## config.mk

```make
export PLATFORM = sky130hd
export DESIGN_NAME = tracker_cell_to_event_converter_flat
export DESIGN_NICKNAME = d
export VERILOG_FILES = /design/src/design/tcec_pkg.sv /design/src/design/tcec_if.sv /design/src/design/tcec_decode.sv /design/src/design/tracker_cell_to_event_converter.sv /design/src/flat_wrapper.sv
export SDC_FILE = /design/constraint.sdc
export NUM_CORES = 1
export LEC_CHECK = 0
export ABC_AREA = 1
export ABC_CLOCK_PERIOD_IN_PS = 13700
export BUFFER_PORTS_ARGS = -buffer_cell sky130_fd_sc_hd__buf_2
export CAP_MARGIN = 20
export CORE_MARGIN = 2
export CORE_UTILIZATION = 45
export DETAILED_ROUTE_END_ITERATION = 10
export GPL_TIMING_DRIVEN = 0
export MAX_ROUTING_LAYER = met4
export SLEW_MARGIN = 20
export SYNTH_ARGS = -nofsm -noshare
export SYNTH_HDL_FRONTEND = slang
export SYNTH_SLANG_ARGS = --single-unit
```

## constraint.sdc

```tcl
create_clock -name clk -period 13.7 [get_ports clk]
set_clock_uncertainty 0.2 [all_clocks]
set_input_delay 1.37 -clock clk [delete_from_list [all_inputs] [get_ports clk]]
set_output_delay 1.37 -clock clk [all_outputs]
set_load 0.01 [all_outputs]
```

## src/design/tcec_pkg.sv

```systemverilog
// Package: shared types, constants and the period-to-note lookup for the cell converter.
`default_nettype none

package tcec_pkg;

  localparam int ROWS_PER_TRACK   = 64;
  localparam int INSTRUMENT_SLOTS = 32;
  localparam int SLOT_W           = $clog2(INSTRUMENT_SLOTS);
  localparam int MAX_EVENTS       = 4;
  localparam int EV_IDX_W         = $clog2(MAX_EVENTS);
  localparam int EV_CNT_W         = $clog2(MAX_EVENTS + 1);

  localparam int ROW_W   = $clog2(ROWS_PER_TRACK);
  localparam int CODE_W  = 5;
  localparam int NOTE_W  = 7;
  localparam int VALUE_W = 8;
  localparam int VOL_W   = 7;

  localparam logic [ROW_W-1:0] LAST_ROW  = ROW_W'(ROWS_PER_TRACK - 1);
  localparam logic [7:0]       NO_INSTR  = 8'hF0;
  localparam logic [7:0]       NO_VOLUME = 8'hFF;
  localparam logic [7:0]       VOL_MAX   = 8'd64;
  localparam logic [7:0]       BEND_MAX  = 8'd127;
  localparam logic [7:0]       TEMPO_LIM = 8'd32;
  localparam logic [7:0]       SLIDE_UP  = 8'h10;
  localparam int               NOTE_BASE = 36;
  localparam int               PERIODS   = 61;

  // Effect commands (low nibble of cell byte 2).
  localparam logic [3:0] FX_ARPEGGIO = 4'h0;
  localparam logic [3:0] FX_PORT_UP  = 4'h1;
  localparam logic [3:0] FX_PORT_DN  = 4'h2;
  localparam logic [3:0] FX_TONE     = 4'h3;
  localparam logic [3:0] FX_VIBRATO  = 4'h4;
  localparam logic [3:0] FX_TONEVOL  = 4'h5;
  localparam logic [3:0] FX_VIBRVOL  = 4'h6;
  localparam logic [3:0] FX_TREMOLO  = 4'h7;
  localparam logic [3:0] FX_OFFSET   = 4'h9;
  localparam logic [3:0] FX_VOLSLIDE = 4'hA;
  localparam logic [3:0] FX_GOTO     = 4'hB;
  localparam logic [3:0] FX_VOLUME   = 4'hC;
  localparam logic [3:0] FX_BREAK    = 4'hD;
  localparam logic [3:0] FX_EXTENDED = 4'hE;
  localparam logic [3:0] FX_TEMPO    = 4'hF;

  // Extended sub-effects (high nibble of the parameter).
  localparam logic [3:0] EX_FINE_UP  = 4'h1;
  localparam logic [3:0] EX_FINE_DN  = 4'h2;
  localparam logic [3:0] EX_RETRIG   = 4'h9;
  localparam logic [3:0] EX_FVOL_UP  = 4'hA;
  localparam logic [3:0] EX_FVOL_DN  = 4'hB;

  typedef enum logic [CODE_W-1:0] {
    EV_NOTE     = 5'd0,
    EV_BENDTO   = 5'd1,
    EV_VOLABS   = 5'd2,
    EV_INSTR    = 5'd3,
    EV_TEMPO    = 5'd4,
    EV_GOTO     = 5'd5,
    EV_BREAK    = 5'd6,
    EV_VOLSLIDE = 5'd7,
    EV_BEND     = 5'd8,
    EV_VIBRATO  = 5'd9,
    EV_TONEVOL  = 5'd10,
    EV_VIBRVOL  = 5'd11,
    EV_TREMOLO  = 5'd12,
    EV_ARPEGGIO = 5'd13,
    EV_OFFSET   = 5'd14,
    EV_RETRIG   = 5'd15,
    EV_FINETUNE = 5'd16,
    EV_FINEVOL  = 5'd17,
    EV_END      = 5'd18
  } ev_code_t;

  typedef struct packed {
    logic [ROW_W-1:0]   tick;
    ev_code_t           code;
    logic [NOTE_W-1:0]  note;
    logic [VALUE_W-1:0] value;
  } event_t;

  typedef struct packed {
    event_t [MAX_EVENTS-1:0] ev;
    logic [EV_CNT_W-1:0]     cnt;
  } ev_batch_t;

  typedef struct packed {
    logic             mode;
    logic [ROW_W-1:0] row;
    logic [7:0]       cell_byte0;
    logic [7:0]       cell_byte1;
    logic [7:0]       cell_byte2;
    logic [7:0]       cell_byte3;
    logic [4:0]       table_index;
    logic [6:0]       table_volume;
  } cell_t;

  typedef struct packed {
    logic [7:0] cur_instr;
    logic       nonempty;
  } track_state_t;

  localparam logic [11:0] PERIOD_TABLE [PERIODS] = '{
    12'd1712, 12'd1616, 12'd1524, 12'd1440, 12'd1356, 12'd1280,
    12'd1208, 12'd1140, 12'd1076, 12'd1016, 12'd960,  12'd912,
    12'd856,  12'd808,  12'd762,  12'd720,  12'd678,  12'd640,
    12'd604,  12'd570,  12'd538,  12'd508,  12'd480,  12'd453,
    12'd428,  12'd404,  12'd381,  12'd360,  12'd339,  12'd320,
    12'd302,  12'd285,  12'd269,  12'd254,  12'd240,  12'd226,
    12'd214,  12'd202,  12'd190,  12'd180,  12'd170,  12'd160,
    12'd151,  12'd143,  12'd135,  12'd127,  12'd120,  12'd113,
    12'd107,  12'd101,  12'd95,   12'd90,   12'd85,   12'd80,
    12'd75,   12'd71,   12'd67,   12'd63,   12'd60,   12'd56,
    12'd0
  };

  // The first table entry that the period is not below gives the note.
  function automatic logic [NOTE_W-1:0] period_to_note(input logic [11:0] period);
    logic [NOTE_W-1:0] n;
    n = NOTE_W'(NOTE_BASE + PERIODS - 1);
    for (int i = PERIODS - 1; i >= 0; i--) begin
      if (period >= PERIOD_TABLE[i]) begin
        n = NOTE_W'(NOTE_BASE + i);
      end
    end
    return n;
  endfunction

endpackage

`default_nettype wire

```

## src/design/tcec_if.sv

```systemverilog
// Interfaces: the cell input channel and the event output channel.
`default_nettype none

interface tcec_cell_if;
  import tcec_pkg::*;
  logic             valid;
  logic             ready;
  logic             mode;
  logic [ROW_W-1:0] row;
  logic [7:0]       cell_byte0;
  logic [7:0]       cell_byte1;
  logic [7:0]       cell_byte2;
  logic [7:0]       cell_byte3;
  logic [4:0]       table_index;
  logic [6:0]       table_volume;

  modport source (output valid, mode, row, cell_byte0, cell_byte1, cell_byte2, cell_byte3,
                  table_index, table_volume, input ready);
  modport sink (input valid, mode, row, cell_byte0, cell_byte1, cell_byte2, cell_byte3,
                table_index, table_volume, output ready);
endinterface

interface tcec_event_if;
  import tcec_pkg::*;
  logic               valid;
  logic               ready;
  logic [ROW_W-1:0]   tick;
  logic [CODE_W-1:0]  event_code;
  logic [NOTE_W-1:0]  note_number;
  logic [VALUE_W-1:0] event_value;
  logic               last;

  modport source (output valid, tick, event_code, note_number, event_value, last,
                  input ready);
  modport sink (input valid, tick, event_code, note_number, event_value, last,
                output ready);
endinterface

`default_nettype wire

```

## src/design/tcec_decode.sv

```systemverilog
// Cell decoder: turns one pattern cell into its batch of up to four events.
`default_nettype none

module tcec_decode (
  input  tcec_pkg::cell_t                   in_cell,
  input  tcec_pkg::track_state_t            state,
  input  logic [tcec_pkg::VOL_W-1:0]        tbl_vol,
  output logic [tcec_pkg::SLOT_W-1:0]       tbl_addr,
  output tcec_pkg::track_state_t            state_next,
  output tcec_pkg::ev_batch_t               batch
);
  import tcec_pkg::*;

  function automatic event_t mk_ev(input logic [ROW_W-1:0] t, input ev_code_t c,
                                   input logic [NOTE_W-1:0] nn, input logic [7:0] v);
    event_t e;
    e.tick  = t;
    e.code  = c;
    e.note  = nn;
    e.value = v;
    return e;
  endfunction

  function automatic logic [7:0] slide(input logic [7:0] d);
    return (d >= SLIDE_UP) ? (d >> 4) : (8'd0 - d);
  endfunction

  logic [11:0]         period;
  logic [NOTE_W-1:0]   note;
  logic [3:0]          cmd;
  logic [7:0]          d;
  logic                has_cmd;
  logic                is_volfx;
  logic [7:0]          vol;
  logic [7:0]          vol_tbl;
  logic [4:0]          ins;
  logic [4:0]          z;
  logic [7:0]          z_ext;
  logic [7:0]          cur;
  logic                ne;
  logic [EV_CNT_W-1:0] n;
  event_t [MAX_EVENTS-1:0] ev;
  logic                fx_en;
  ev_code_t            fx_code;
  logic [7:0]          fx_val;
  logic [7:0]          bend;

  assign period   = {in_cell.cell_byte0[3:0], in_cell.cell_byte1};
  assign cmd      = in_cell.cell_byte2[3:0];
  assign d        = in_cell.cell_byte3;
  assign ins      = {in_cell.cell_byte0[4], in_cell.cell_byte2[7:4]};
  assign z        = ins - 5'd1;
  assign z_ext    = {3'd0, z};
  assign tbl_addr = SLOT_W'(z);
  // Instruments beyond the table read as volume zero.
  assign vol_tbl  = (int'(z) < INSTRUMENT_SLOTS) ? {1'b0, tbl_vol} : 8'd0;
  assign note     = period_to_note(period);
  assign bend     = (d > BEND_MAX) ? BEND_MAX : d;

  // Effect translation, independent of the note and instrument part.
  always_comb begin
    fx_en   = 1'b1;
    fx_code = EV_TEMPO;
    fx_val  = d;
    case (cmd)
      FX_TEMPO: begin
        fx_en = (d != 8'd0) && (d < TEMPO_LIM);
      end
      FX_GOTO:     fx_code = EV_GOTO;
      FX_BREAK: begin
        fx_code = EV_BREAK;
        fx_val  = 8'd0;
      end
      FX_VOLSLIDE: begin
        fx_code = EV_VOLSLIDE;
        fx_val  = slide(d);
      end
      FX_PORT_DN: begin
        fx_code = EV_BEND;
        fx_val  = bend;
      end
      FX_PORT_UP: begin
        fx_code = EV_BEND;
        fx_val  = 8'd0 - bend;
      end
      FX_VIBRATO:  fx_code = EV_VIBRATO;
      FX_TONEVOL: begin
        fx_code = EV_TONEVOL;
        fx_val  = slide(d);
      end
      FX_VIBRVOL: begin
        fx_code = EV_VIBRVOL;
        fx_val  = slide(d);
      end
      FX_TREMOLO:  fx_code = EV_TREMOLO;
      FX_ARPEGGIO: begin
        fx_code = EV_ARPEGGIO;
        fx_en   = (d != 8'd0);
      end
      FX_OFFSET:   fx_code = EV_OFFSET;
      FX_EXTENDED: begin
        fx_val = {4'd0, d[3:0]};
        case (d[7:4])
          EX_RETRIG:  fx_code = EV_RETRIG;
          EX_FINE_UP: begin
            fx_code = EV_FINETUNE;
            fx_val  = 8'd0 - {4'd0, d[3:0]};
          end
          EX_FINE_DN: fx_code = EV_FINETUNE;
          EX_FVOL_UP: fx_code = EV_FINEVOL;
          EX_FVOL_DN: begin
            fx_code = EV_FINEVOL;
            fx_val  = 8'd0 - {4'd0, d[3:0]};
          end
          default:    fx_en = 1'b0;
        endcase
      end
      default: fx_en = 1'b0;
    endcase
  end

  // Events are appended in order; the count never passes the batch size.
  always_comb begin
    ev       = '0;
    n        = '0;
    has_cmd  = (cmd != FX_TONE);
    is_volfx = (cmd == FX_VOLUME);
    cur      = (in_cell.row == '0) ? NO_INSTR : state.cur_instr;
    ne       = (in_cell.row == '0) ? 1'b0 : state.nonempty;

    if (!has_cmd) begin
      ev[n[EV_IDX_W-1:0]] = mk_ev(in_cell.row, EV_BENDTO, '0, d);
      n = n + EV_CNT_W'(1);
    end
    vol = is_volfx ? ((d > VOL_MAX) ? VOL_MAX : d) : NO_VOLUME;

    if ((ins != 5'd0) && (period == 12'd0)) begin
      if (z_ext == cur) begin
        ev[n[EV_IDX_W-1:0]] = mk_ev(in_cell.row, EV_VOLABS, '0, vol_tbl);
      end else begin
        ev[n[EV_IDX_W-1:0]] = mk_ev(in_cell.row, EV_INSTR, '0, z_ext);
      end
      n   = n + EV_CNT_W'(1);
      cur = z_ext;
    end

    if (period != 12'd0) begin
      if (ins != 5'd0) begin
        if (z_ext != cur) begin
          ev[n[EV_IDX_W-1:0]] = mk_ev(in_cell.row, EV_INSTR, '0, z_ext);
          n   = n + EV_CNT_W'(1);
          cur = z_ext;
        end
        if (!is_volfx) begin
          vol = vol_tbl;
        end
      end
      ev[n[EV_IDX_W-1:0]] = mk_ev(in_cell.row, EV_NOTE, note, vol);
      n = n + EV_CNT_W'(1);
    end else begin
      if (ins != 5'd0) begin
        vol = vol_tbl;
      end
      if (vol <= VOL_MAX) begin
        ev[n[EV_IDX_W-1:0]] = mk_ev(in_cell.row, EV_VOLABS, '0, vol);
        n = n + EV_CNT_W'(1);
      end
    end

    if (has_cmd && fx_en) begin
      ev[n[EV_IDX_W-1:0]] = mk_ev(in_cell.row, fx_code, '0, fx_val);
      n = n + EV_CNT_W'(1);
    end

    ne = ne | (n != '0);
    if ((in_cell.row == LAST_ROW) && ne) begin
      ev[n[EV_IDX_W-1:0]] = mk_ev(in_cell.row, EV_END, '0, 8'd0);
      n = n + EV_CNT_W'(1);
    end

    state_next.cur_instr = cur;
    state_next.nonempty  = ne;
    batch.ev             = ev;
    batch.cnt            = n;
  end

endmodule

`default_nettype wire

```

## src/design/tracker_cell_to_event_converter.sv

```systemverilog
// Top level: input register, cell decoder, track state, volume table and event buffer.
`default_nettype none

// Each accepted beat is first held in an input register. Once the event buffer is
// free, the cell decoder turns a pattern cell (mode 0) into up to four events,
// updates the current instrument and the track's nonempty flag, and loads the
// events into a four-entry event buffer; a volume table write (mode 1) is applied
// from the input register without waiting and produces no events. The buffer
// drives the output channel one event per beat, with last set on the final event
// of the cell. Each cell passes the input register and then the event buffer
// before its first event appears. The single output port sets the pace: a cell
// holds the output until all its events are taken, and a waiting cell is decoded
// in the very cycle in which the last event of the previous one is taken. The
// input register takes one further beat while the buffer still drains, and volume
// table writes pass even while events are pending. The 32-entry volume table sits
// in flip-flops and is cleared by reset; written volumes saturate at 64.
module tracker_cell_to_event_converter (
  input  logic          clk,
  input  logic          rst,
  tcec_cell_if.sink     cells,
  tcec_event_if.source  events
);
  import tcec_pkg::*;

  // Input register.
  cell_t cell_q;
  logic  in_vld;

  // Track state and volume table.
  track_state_t             state;
  track_state_t             state_next;
  logic [VOL_W-1:0]         vol_table [INSTRUMENT_SLOTS];
  logic [SLOT_W-1:0]        tbl_addr;
  logic [SLOT_W-1:0]        wr_addr;

  // Event buffer.
  event_t [MAX_EVENTS-1:0]  ev_buf;
  logic [EV_CNT_W-1:0]      ev_cnt;
  logic [EV_IDX_W-1:0]      ev_idx;
  ev_batch_t                batch;

  logic   pending;
  logic   out_last;
  logic   out_fire;
  logic   buf_free;
  logic   consume;
  logic   load;
  event_t cur_ev;

  tcec_decode u_decode (
    .in_cell    (cell_q),
    .state      (state),
    .tbl_vol    (vol_table[tbl_addr]),
    .tbl_addr   (tbl_addr),
    .state_next (state_next),
    .batch      (batch)
  );

  assign pending  = (ev_cnt != '0);
  assign out_last = ({1'b0, ev_idx} == (ev_cnt - EV_CNT_W'(1)));
  assign out_fire = pending && events.ready;
  assign buf_free = !pending || (out_fire && out_last);

  // A table write never waits for the buffer; a cell needs the buffer free.
  assign consume = in_vld && (cell_q.mode || buf_free);
  assign load    = consume && !cell_q.mode;
  assign wr_addr = SLOT_W'(cell_q.table_index);

  assign cells.ready = !in_vld || consume;

  assign cur_ev             = ev_buf[ev_idx];
  assign events.valid       = pending;
  assign events.tick        = cur_ev.tick;
  assign events.event_code  = cur_ev.code;
  assign events.note_number = cur_ev.note;
  assign events.event_value = cur_ev.value;
  assign events.last        = out_last;

  always_ff @(posedge clk) begin
    if (rst) begin
      in_vld          <= 1'b0;
      state.cur_instr <= NO_INSTR;
      state.nonempty  <= 1'b0;
      ev_cnt          <= '0;
      ev_idx          <= '0;
      for (int i = 0; i < INSTRUMENT_SLOTS; i++) begin
        vol_table[i] <= '0;
      end
    end else begin
      if (cells.ready) begin
        in_vld <= cells.valid;
      end
      // Writes to an index beyond the table are dropped.
      if (consume && cell_q.mode && (int'(cell_q.table_index) < INSTRUMENT_SLOTS)) begin
        vol_table[wr_addr] <= ({1'b0, cell_q.table_volume} > VOL_MAX)
                              ? VOL_W'(VOL_MAX) : cell_q.table_volume;
      end
      if (load) begin
        state  <= state_next;
        ev_cnt <= batch.cnt;
        ev_idx <= '0;
      end else if (out_fire) begin
        if (out_last) begin
          ev_cnt <= '0;
          ev_idx <= '0;
        end else begin
          ev_idx <= ev_idx + EV_IDX_W'(1);
        end
      end
    end
  end

  // Payload registers carry no reset.
  always_ff @(posedge clk) begin
    if (cells.ready && cells.valid) begin
      cell_q.mode         <= cells.mode;
      cell_q.row          <= cells.row;
      cell_q.cell_byte0   <= cells.cell_byte0;
      cell_q.cell_byte1   <= cells.cell_byte1;
      cell_q.cell_byte2   <= cells.cell_byte2;
      cell_q.cell_byte3   <= cells.cell_byte3;
      cell_q.table_index  <= cells.table_index;
      cell_q.table_volume <= cells.table_volume;
    end
    if (load) begin
      ev_buf <= batch.ev;
    end
  end

  // The beat being shown always lies inside the loaded batch.
  a_idx_in_batch: assert property (@(posedge clk) disable iff (rst)
    events.valid |-> ({1'b0, ev_idx} < ev_cnt))
    else $error("event index outside loaded batch");

  // A new batch only replaces the buffer as its final beat leaves.
  a_no_overwrite: assert property (@(posedge clk) disable iff (rst)
    (load && pending) |-> (events.ready && out_last))
    else $error("event batch overwritten while pending");

  // After the final beat of a batch, output goes idle unless a new batch came in.
  a_idle_after_last: assert property (@(posedge clk) disable iff (rst)
    (out_fire && out_last && !load) |=> !events.valid)
    else $error("output still valid after last beat");

  // Input only stalls while the input register holds a beat.
  a_stall_has_beat: assert property (@(posedge clk) disable iff (rst)
    !cells.ready |-> in_vld)
    else $error("input stalled with empty input register");

  // A decoded batch never exceeds the buffer depth.
  a_batch_size: assert property (@(posedge clk) disable iff (rst)
    load |-> (batch.cnt <= EV_CNT_W'(MAX_EVENTS)))
    else $error("decoded batch larger than buffer");

endmodule

`default_nettype wire
```

## src/flat_wrapper.sv

```systemverilog
// flat-port wrapper written by rule: the top's interface ports become plain ports
module tracker_cell_to_event_converter_flat import tcec_pkg::*;
  (clk, rst, cells_valid, cells_mode, cells_row, cells_cell_byte0, cells_cell_byte1, cells_cell_byte2, cells_cell_byte3, cells_table_index, cells_table_volume, cells_ready, events_valid, events_tick, events_event_code, events_note_number, events_event_value, events_last, events_ready);
  tcec_cell_if cells_i ();
  tcec_event_if events_i ();
  input  logic clk;
  input  logic rst;
  input wire logic [$bits(cells_i.valid)-1:0] cells_valid;
  input wire logic [$bits(cells_i.mode)-1:0] cells_mode;
  input wire logic [$bits(cells_i.row)-1:0] cells_row;
  input wire logic [$bits(cells_i.cell_byte0)-1:0] cells_cell_byte0;
  input wire logic [$bits(cells_i.cell_byte1)-1:0] cells_cell_byte1;
  input wire logic [$bits(cells_i.cell_byte2)-1:0] cells_cell_byte2;
  input wire logic [$bits(cells_i.cell_byte3)-1:0] cells_cell_byte3;
  input wire logic [$bits(cells_i.table_index)-1:0] cells_table_index;
  input wire logic [$bits(cells_i.table_volume)-1:0] cells_table_volume;
  output wire logic [$bits(cells_i.ready)-1:0] cells_ready;
  output wire logic [$bits(events_i.valid)-1:0] events_valid;
  output wire logic [$bits(events_i.tick)-1:0] events_tick;
  output wire logic [$bits(events_i.event_code)-1:0] events_event_code;
  output wire logic [$bits(events_i.note_number)-1:0] events_note_number;
  output wire logic [$bits(events_i.event_value)-1:0] events_event_value;
  output wire logic [$bits(events_i.last)-1:0] events_last;
  input wire logic [$bits(events_i.ready)-1:0] events_ready;
  assign cells_i.valid = cells_valid;
  assign cells_i.mode = cells_mode;
  assign cells_i.row = cells_row;
  assign cells_i.cell_byte0 = cells_cell_byte0;
  assign cells_i.cell_byte1 = cells_cell_byte1;
  assign cells_i.cell_byte2 = cells_cell_byte2;
  assign cells_i.cell_byte3 = cells_cell_byte3;
  assign cells_i.table_index = cells_table_index;
  assign cells_i.table_volume = cells_table_volume;
  assign cells_ready = cells_i.ready;
  assign events_valid = events_i.valid;
  assign events_tick = events_i.tick;
  assign events_event_code = events_i.event_code;
  assign events_note_number = events_i.note_number;
  assign events_event_value = events_i.event_value;
  assign events_last = events_i.last;
  assign events_i.ready = events_ready;
  tracker_cell_to_event_converter u_core (.clk(clk), .rst(rst), .cells(cells_i), .events(events_i));
endmodule
```

==> qor.yml, run 1 <==
result_of_the_run: "finished, final reports clean"
worst_setup_hold_path_clk_slew_ps: 60
synthTopCellsByArea: "edfxtp_1 54%, nor2_1 11%, nand2_1 6.0%"
max-slew-margin-rel: 0.247
cts_max_level: 2
starting_density_of_the_core: 0.453
standard_cell_with_the_maximum_stage_delay_on_the_critical_path: "clkbuf_1"
drt_first_iter_violations: 2111
finish.net_count: 2566
total_switching_power_uw: 827
power.share.sequential: 0.475
grt_util_all_layers: 0.320
postRouteAntennaNets: 0
yosys-top-cells-count: "587 x nor2_1, 376 x edfxtp_1, 336 x nand2_1"
placeableCoreArea_um2: 46300
grt_setup_unrepaired: "false"
clock_insertion_delay_worst_skew_ps: 590
switching_share: 0.283
number_of_instances_in_the_synthesized_netlist: 2351
setup.worst_path.end_class: "flip-flop"
place.port_buffers: 80
drive_gt1_frac: 0.0865
synth_edf_count: 376
area.growth.synth_to_final_pct: 12.4
clock_sink_total: 391
die_area_um2: 48300
synth_most_common_cell: "nor2_1"
root_buffer: "clkbuf_16"
yosysTopAreaCellShare: 0.539
crit_path_max_fanout: 10
final_area_um2: 23500
vdd.ir_drop.worst_uv: 113
ys_warns: 0
antenna_found_initial: 2
power_density_nw_per_um2: 124
dr.pass1.iters: 7
io_pins: 84
synthesis.nets: 2428
max_stage_delay_ps: 820
ctsLongestPathBuffers: 3
fin_crit_ps: 9700
std_cell_rows: 79
detail_route.wl_per_cell_um: 24.0
count_of_different_cell_masters_after_synthesis: 55
critPathRequiredTime_ps: 13830
fin_util: 0.509
reg2reg_setup_slack_ps: 4000
detail_route.vias_per_cell: 6.02
final-max-slew-violation-count: 0
globalRoute.totalOverflow: 0
cts.repair.resized: 0
critPathKind: "reg2reg"
hold_viol: 0
gp_routability_congestion: 1.01
maxClockFrequency_mhz: 103
ys_dominant_reg_cell: "edfxtp_1"
final-instance-count-excl-fill: 3128
ctsHoldBuffers: 0
cp_data_arrival_time_ps: 9830
setup_viol_count_final: 0
hp-class: "reg2reg"
cellInternalPower_mw: 2.10
max_cap_violations: 0
timing_worst_slew_pin_value_ps: 1130
nature_of_the_critical_path_startpoint: "flip-flop"
p_leak_nw: 8.77
post-synth-top-area-cell: "edfxtp_1"
avgSynthCellArea_um2: 8.91
combPwrFrac: 0.148
number_of_global_route_vias_before_repair: 17700
detailroute.via_count: 18800
post_synth_instance_area_um2: 20900
worst_path_most_repeated_cell: "inv_1"
timing.final.crit_share: 0.708
wire_length_of_the_first_global_routing_pass_um: 110000
placedCellCount: 3051
wl_um: 75100
power_frac_clock: 0.377
fp.dieH_um: 220
synth_seq_area_share: 0.553
detailed_place.area_um2: 22200
yosys_register_bits: 391
tritoncts: "done"
drc: 0
chipWidth_um: 220
detailed_place_hpwl_um: 54500
grt_start_max_net_pins: 49
async_flop_share: 0
cts_buffers: 42
postCtsSetupRepairBufs: 0
power by group through the flow:
stage / Sequential (mW) / Clock [mW] / Combinational [mW]
3_3_place_gp: 1.42 / 0 / 0.414
3_5_place_dp: 1.41 / 0 / 0.418
2_1_floorplan: 1.41 / 0 / 0.253
6_report: 1.39 / 1.10 / 0.432
5_1_grt: 1.39 / 1.16 / 0.463
4_1_cts: 1.39 / 1.12 / 0.420
worst max-delay path: cells and delay by family, from the launching register on:
family                     cells  cell delay (ps)
AOI/OAI and AO/OA              5              790
xor gates and xnor gates       1              200
adders and majority gates      4             1030
buffers and inverters         15             3760
DFF                            1              380
and+or+nand+nor               11             3050
cell usage in the layout, fill, tap and decap left out, types with 8 or more instances in the layout:
cell type	n
a211oi_1	10
a21oi_1	91
a31oi_1	14
buf_2	106
buf_4	13
clkbuf_1	83
clkbuf_16	42
clkinv_1	18
clkinv_2	8
dfxtp_1	15
edfxtp_1	376
ha_1	22
inv_1	180
inv_2	8
mux2i_1	26
nand2_1	336
nand3_1	64
nor2_1	586
nor3_1	28
o211ai_1	38
o21ai_0	217
o221ai_1	34
o22ai_1	46
o31ai_1	9
o32ai_1	37
final cells by class:
class                   instances  area (um^2)
diodes                          2         5.00
plain buffers                 112          464
clock buffers                  49         1080
clock inverters                25          219
fillers                      4326        22700
inverters                     199          749
multi-input cells            1649         8160
flip-flops and latches        391        11600
well taps                     607          759
repair buffers                 94          517
worst paths after layout:
path,cells after the start,endpoint,startpoint
worst max-delay path,36,u_core.ev_buf[25],u_core.cell_q[24]
worst min-delay path,2,u_core.state[5],u_core.state[5]
worst max register to register,36,u_core.ev_buf[25],u_core.cell_q[24]
worst min register to register,2,u_core.state[5],u_core.state[5]
metrics by stage:
step	total power, mW	setup TNS [ps]	setup WS, ps	hold WS [ps]
finish	2.93	0	4000	268
global route	3.02	0	3730	300
CTS	2.92	0	4330	267
detailed placement	1.83	0	4350	253
global placement	1.83	-10610	-1070	243
floorplan	1.66	0	2780	232
flip-flops by register name, indices dropped and copies added, names as in the netlist:
name              cells
u_core.vol_table    224
u_core.ev_buf       104
u_core.cell_q        43
u_core.state          9
u_core.wr_addr        5
u_core.ev_cnt         3
u_core.ev_idx         2
u_core.in_vld         1
cells by family after synthesis:
| group | synth area share |
|---|---|
| AO/OA/AOI/OAI | 0.158 |
| XOR/XNOR | 0.00412 |
| AND/OR/NAND/NOR | 0.201 |
| adder cells (fa/ha/maj) | 0.0131 |
| multiplexers | 0.0124 |
| buffers and inverters | 0.0578 |
| flip-flops | 0.553 |
layer usage:
metal	vias up	wire length, um	share of wire	global-route usage
li1	8531	-	-	-
met1	9009	29800	0.40	0.406
met2	1046	34900	0.46	0.505
met3	236	6660	0.089	0.0536
met4	0	3740	0.050	0.143
met5	-	0	0	-
Note: power is estimated with default switching activity, not from simulation.
==> inputs of run 2 (changes only) <==
--- a/config.mk
+++ b/config.mk
@@ -5,8 +5,8 @@
 export SDC_FILE = /design/constraint.sdc
 export NUM_CORES = 1
 export LEC_CHECK = 0
-export ABC_AREA = 1
-export ABC_CLOCK_PERIOD_IN_PS = 13700
+export ABC_AREA = 0
+export ABC_CLOCK_PERIOD_IN_PS = 8650
 export BUFFER_PORTS_ARGS = -buffer_cell sky130_fd_sc_hd__buf_2
 export CAP_MARGIN = 20
 export CORE_MARGIN = 2
==> constraint.sdc (replaced) <==
create_clock -name clk -period 8.65 [get_ports clk]
set_clock_uncertainty 0.2 [all_clocks]
set_input_delay 0.865 -clock clk [delete_from_list [all_inputs] [get_ports clk]]
set_output_delay 0.865 -clock clk [all_outputs]
set_load 0.01 [all_outputs]
==> run 2 against run 1 <==
Power rose by 61%; die area increased by 0.97%; routed wire length down 12%; via count shrank 14%; cell count is 14% lower; synthesized area is 0.99% higher; count of clock-buffer cells in the layout grew 7; critical path type unchanged.
==> qor.yml, run 2 <==
detailed_place.area_um2: 22400  # was 22,200 um^2
ys_dominant_reg_cell: "edfxtp_1"  # unchanged
crit_path_max_fanout: 10  # unchanged
synth_xor_area_frac: 0.0101  # was 0.00412
reg2reg_setup_slack_ps: 490  # was 4000 ps
final-max-slew-violation-count: 0  # unchanged
cts_buffers: 42  # unchanged
synthesis.nets: 2000  # was 2,428
timing.final.crit_share: 0.944  # was 0.708
hold-worst-slack_ps: 242  # was 268 ps
ys_warns: 0  # unchanged
yosys_register_bits: 391  # unchanged
chipWidth_um: 221  # was 220 um
hold_viol: 0  # unchanged
area.growth.synth_to_final_pct: 12.7  # was 12.4%
power_density_nw_per_um2: 198  # was 124 nW/um^2
p_leak_nw: 8.32  # was 8.77 nW
dr.pass1.iters: 6  # was 7
max_stage_delay_ps: 570  # was 820 ps
final_area_um2: 23800  # was 23,500 um^2
yosysTopAreaCellShare: 0.534  # was 0.539
nature_of_the_critical_path_startpoint: "flip-flop"  # unchanged
worstHoldStart: "cells_table_index[3]"  # was u_core.state[5]
std_cell_rows: 79  # unchanged
wire_length_of_the_first_global_routing_pass_um: 99100  # was 110,000 um
mostFrequentLayoutCell: "nor2_1"  # unchanged
cp_data_arrival_time_ps: 8280  # was 9830 ps
io_pins: 84  # unchanged
standard_cell_with_the_maximum_stage_delay_on_the_critical_path: "a211oi_4"  # was clkbuf_1
antenna_found_initial: 0  # was 2
post_synth_instance_area_um2: 21200  # was 20,900 um^2
crit-reg2reg-launch: "u_core.cell_q[24]"  # unchanged
grt_start_max_net_pins: 89  # was 49
synth_simple_gate_area_frac: 0.181  # was 0.201
most-common-layout-cells: "380 x nor2_1, 376 x edfxtp_1, 162 x nand2_1, 103 x buf_2, 102 x a21oi_1"  # was 586 x nor2_1, 376 x edfxtp_1, 336 x nand2_1, 217 x o21ai_0, 180 x inv_1
synth_edf_count: 376  # unchanged
root_buffer: "clkbuf_16"  # unchanged
starting_density_of_the_core: 0.455  # was 0.453
insertedDiodeCount: 0  # was 2
largest_register_ffs: 224  # unchanged
hold_path_depth: 1  # was 2
setup_viol_count_final: 0  # unchanged
register_with_the_most_flip_flops: "u_core.vol_table"  # unchanged
grt_util_all_layers: 0.276  # was 0.320
final-instance-count-excl-fill: 2690  # was 3,128
drive_gt1_frac: 0.142  # was 0.0865
detailed_place_hpwl_um: 48000  # was 54,500 um
maxClockFrequency_mhz: 123  # was 103 MHz
fin_crit_ps: 8160  # was 9700 ps
globalRoute.totalOverflow: 0  # unchanged
critPathRequiredTime_ps: 8760  # was 13,830 ps
vdd.ir_drop.worst_uv: 183  # was 113 uV
synth_seq_area_share: 0.548  # was 0.553
synth_compound_gate_area_share: 0.120  # was 0.158
critical_path.top_delay_family: "buffers and inverters"  # unchanged
postRouteAntennaNets: 0  # unchanged
cp_num_buf_inv: 11  # was 15
fp.dieH_um: 221  # was 220 um
hp-class: "in2reg"  # was reg2reg
detail_route.wl_per_cell_um: 24.5  # was 24.0 um
critPathKind: "reg2reg"  # unchanged
clock_insertion_delay_worst_skew_ps: 590  # about the same
drc: 0  # unchanged
setup.worst_path.end_class: "flip-flop"  # unchanged
clock_sink_total: 391  # unchanged
count_of_different_cell_masters_after_synthesis: 90  # was 55
cts_max_level: 2  # unchanged
regToRegEndpoint: "u_core.ev_buf[37]"  # was u_core.ev_buf[25]
place.port_buffers: 80  # unchanged
max_cap_violations: 0  # unchanged
worst_path_most_repeated_cell: "buf_2"  # was inv_1
ctsLongestPathBuffers: 3  # unchanged
tritoncts: "done"  # unchanged
muxShareOfSynthArea: 0.0940  # was 0.0124
worst_setup_hold_path_clk_slew_ps: 60  # about the same
report.power.total_mw: 4.71  # was 2.93 mW
max-slew-margin-rel: 0.224  # was 0.247
yosys-top-cells-count: "382 x nor2_1, 376 x edfxtp_1, 162 x nand2_1"  # was 587 x nor2_1, 376 x edfxtp_1, 336 x nand2_1
fin_util: 0.513  # was 0.509
number_of_global_route_vias_before_repair: 15800  # was 17,700
detailroute.via_count: 16100  # was 18,800
timing_worst_slew_pin_value_ps: 1160  # was 1130 ps
synthTopCellsByArea: "edfxtp_1 53%, mux4_2 7.0%, nor2_1 6.8%"  # was edfxtp_1 54%, nor2_1 11%, nand2_1 6.0%
post-synth-top-area-cell: "edfxtp_1"  # unchanged
placedCellCount: 2614  # was 3,051
rr_worst_depth: 28  # was 36
die_area_um2: 48800  # was 48,300 um^2
avgSynthCellArea_um2: 11.0  # was 8.91 um^2
placeableCoreArea_um2: 46500  # was 46,300 um^2
synth_fa_ha_area_frac: 0.0130  # was 0.0131
wl_um: 66000  # was 75,100 um
async_flop_share: 0  # unchanged
drt_first_iter_violations: 1421  # was 2,111
top_regs: "u_core.vol_table (224), u_core.ev_buf (104), u_core.cell_q (43)"  # unchanged
finish.net_count: 2128  # was 2,566
synth_most_common_cell: "nor2_1"  # unchanged
min_delay_worst_endpoint: "u_core.wr_addr[3]"  # was u_core.state[5]
result_of_the_run: "finished, final reports clean"  # unchanged
synth_top_family_by_area: "simple AND/OR/NAND/NOR gates"  # unchanged
detail_route.vias_per_cell: 6.00  # was 6.02
gp_routability_congestion: 0.944  # was 1.01
number_of_instances_in_the_synthesized_netlist: 1923  # was 2,351
==> run 2: changes by cell type in the layout (fill, tap and decap cells not counted), sizes merged, moves of 21 or more <==
cell	before	now
nor2	597	382
nand2	343	162
inv	193	37
o21ai	219	63
mux4	0	66
nand2b	0	55
o32ai	37	1
o211ai	38	5
o221ai	34	6
nor2b	0	24
a211oi	10	33
mux2i	26	48
o22ai	46	24
and2	1	22
==> run 2: report_power, final <==
part,switching [mW],internal (mW)
sequential,0.0317,2.16
clock,0.770,1.09
combinational,0.446,0.221
total,1.25,3.47
==> run 2: how the worst max path moves through the flow <==
stage | depth (start not counted) | slack, ps | from | to
global placement | 26 | 280 | u_core.cell_q[24] | u_core.ev_buf[21]
finish | 28 | 490 | u_core.cell_q[24] | u_core.ev_buf[37]
global route | 27 | -6 | u_core.cell_q[24] | u_core.ev_buf[15]
detailed placement | 26 | 290 | u_core.cell_q[24] | u_core.ev_buf[22]
floorplan | 26 | 2610 | u_core.cell_q[24] | u_core.ev_buf[72]
CTS | 26 | 230 | u_core.cell_q[24] | u_core.ev_buf[22]
==> run 2: final cells by class <==
cell class	count	area (um^2)
Sequential cell	391	11600
Multi-Input combinational cell	1360	8890
Inverter	34	133
Timing Repair Buffer	84	460
Buffer	138	592
Clock buffer	56	1140
Clock inverter	20	270
Tap cell	607	759
Fill cell	4201	22600
==> run 2: cell families (layout without fill, tap and decap cells) <==
family                     count (synthesis)  after routing
AOI/OAI and AO/OA                        371            371
xor gates and xnor gates                  19             19
buffers and inverters                    172            332
DFF                                      391            391
adders and majority gates                 22             22
muxes                                    116            116
and+or+nand+nor                          832            832
==> run 2: layer usage <==
metal / share of wire / routed length (um) / vias up / track usage
met5: 0 / 0 / - / -
met4: 0.038 / 2530 / 0 / 0.101
met3: 0.059 / 3870 / 137 / 0.0345
met2: 0.49 / 32300 / 611 / 0.450
met1: 0.41 / 27300 / 7960 / 0.357
li1: - / - / 7427 / -
==> run 2: metrics by stage <==
stage | worst slack [ps] | setup TNS, ps
detailed placement | 288 | 0
global route | -5.88 | -5.88
global placement | 281 | 0
finish | 489 | 0
CTS | 234 | 0
floorplan | 2610 | 0
==> run 2: what timing repair did <==
action	4_1_cts	5_1_grt
setup buffers	0	0
endpoints found under the hold margin	0	0
hold buffers	0	0
endpoints found under the setup margin	0	59
gates resized for setup	0	8
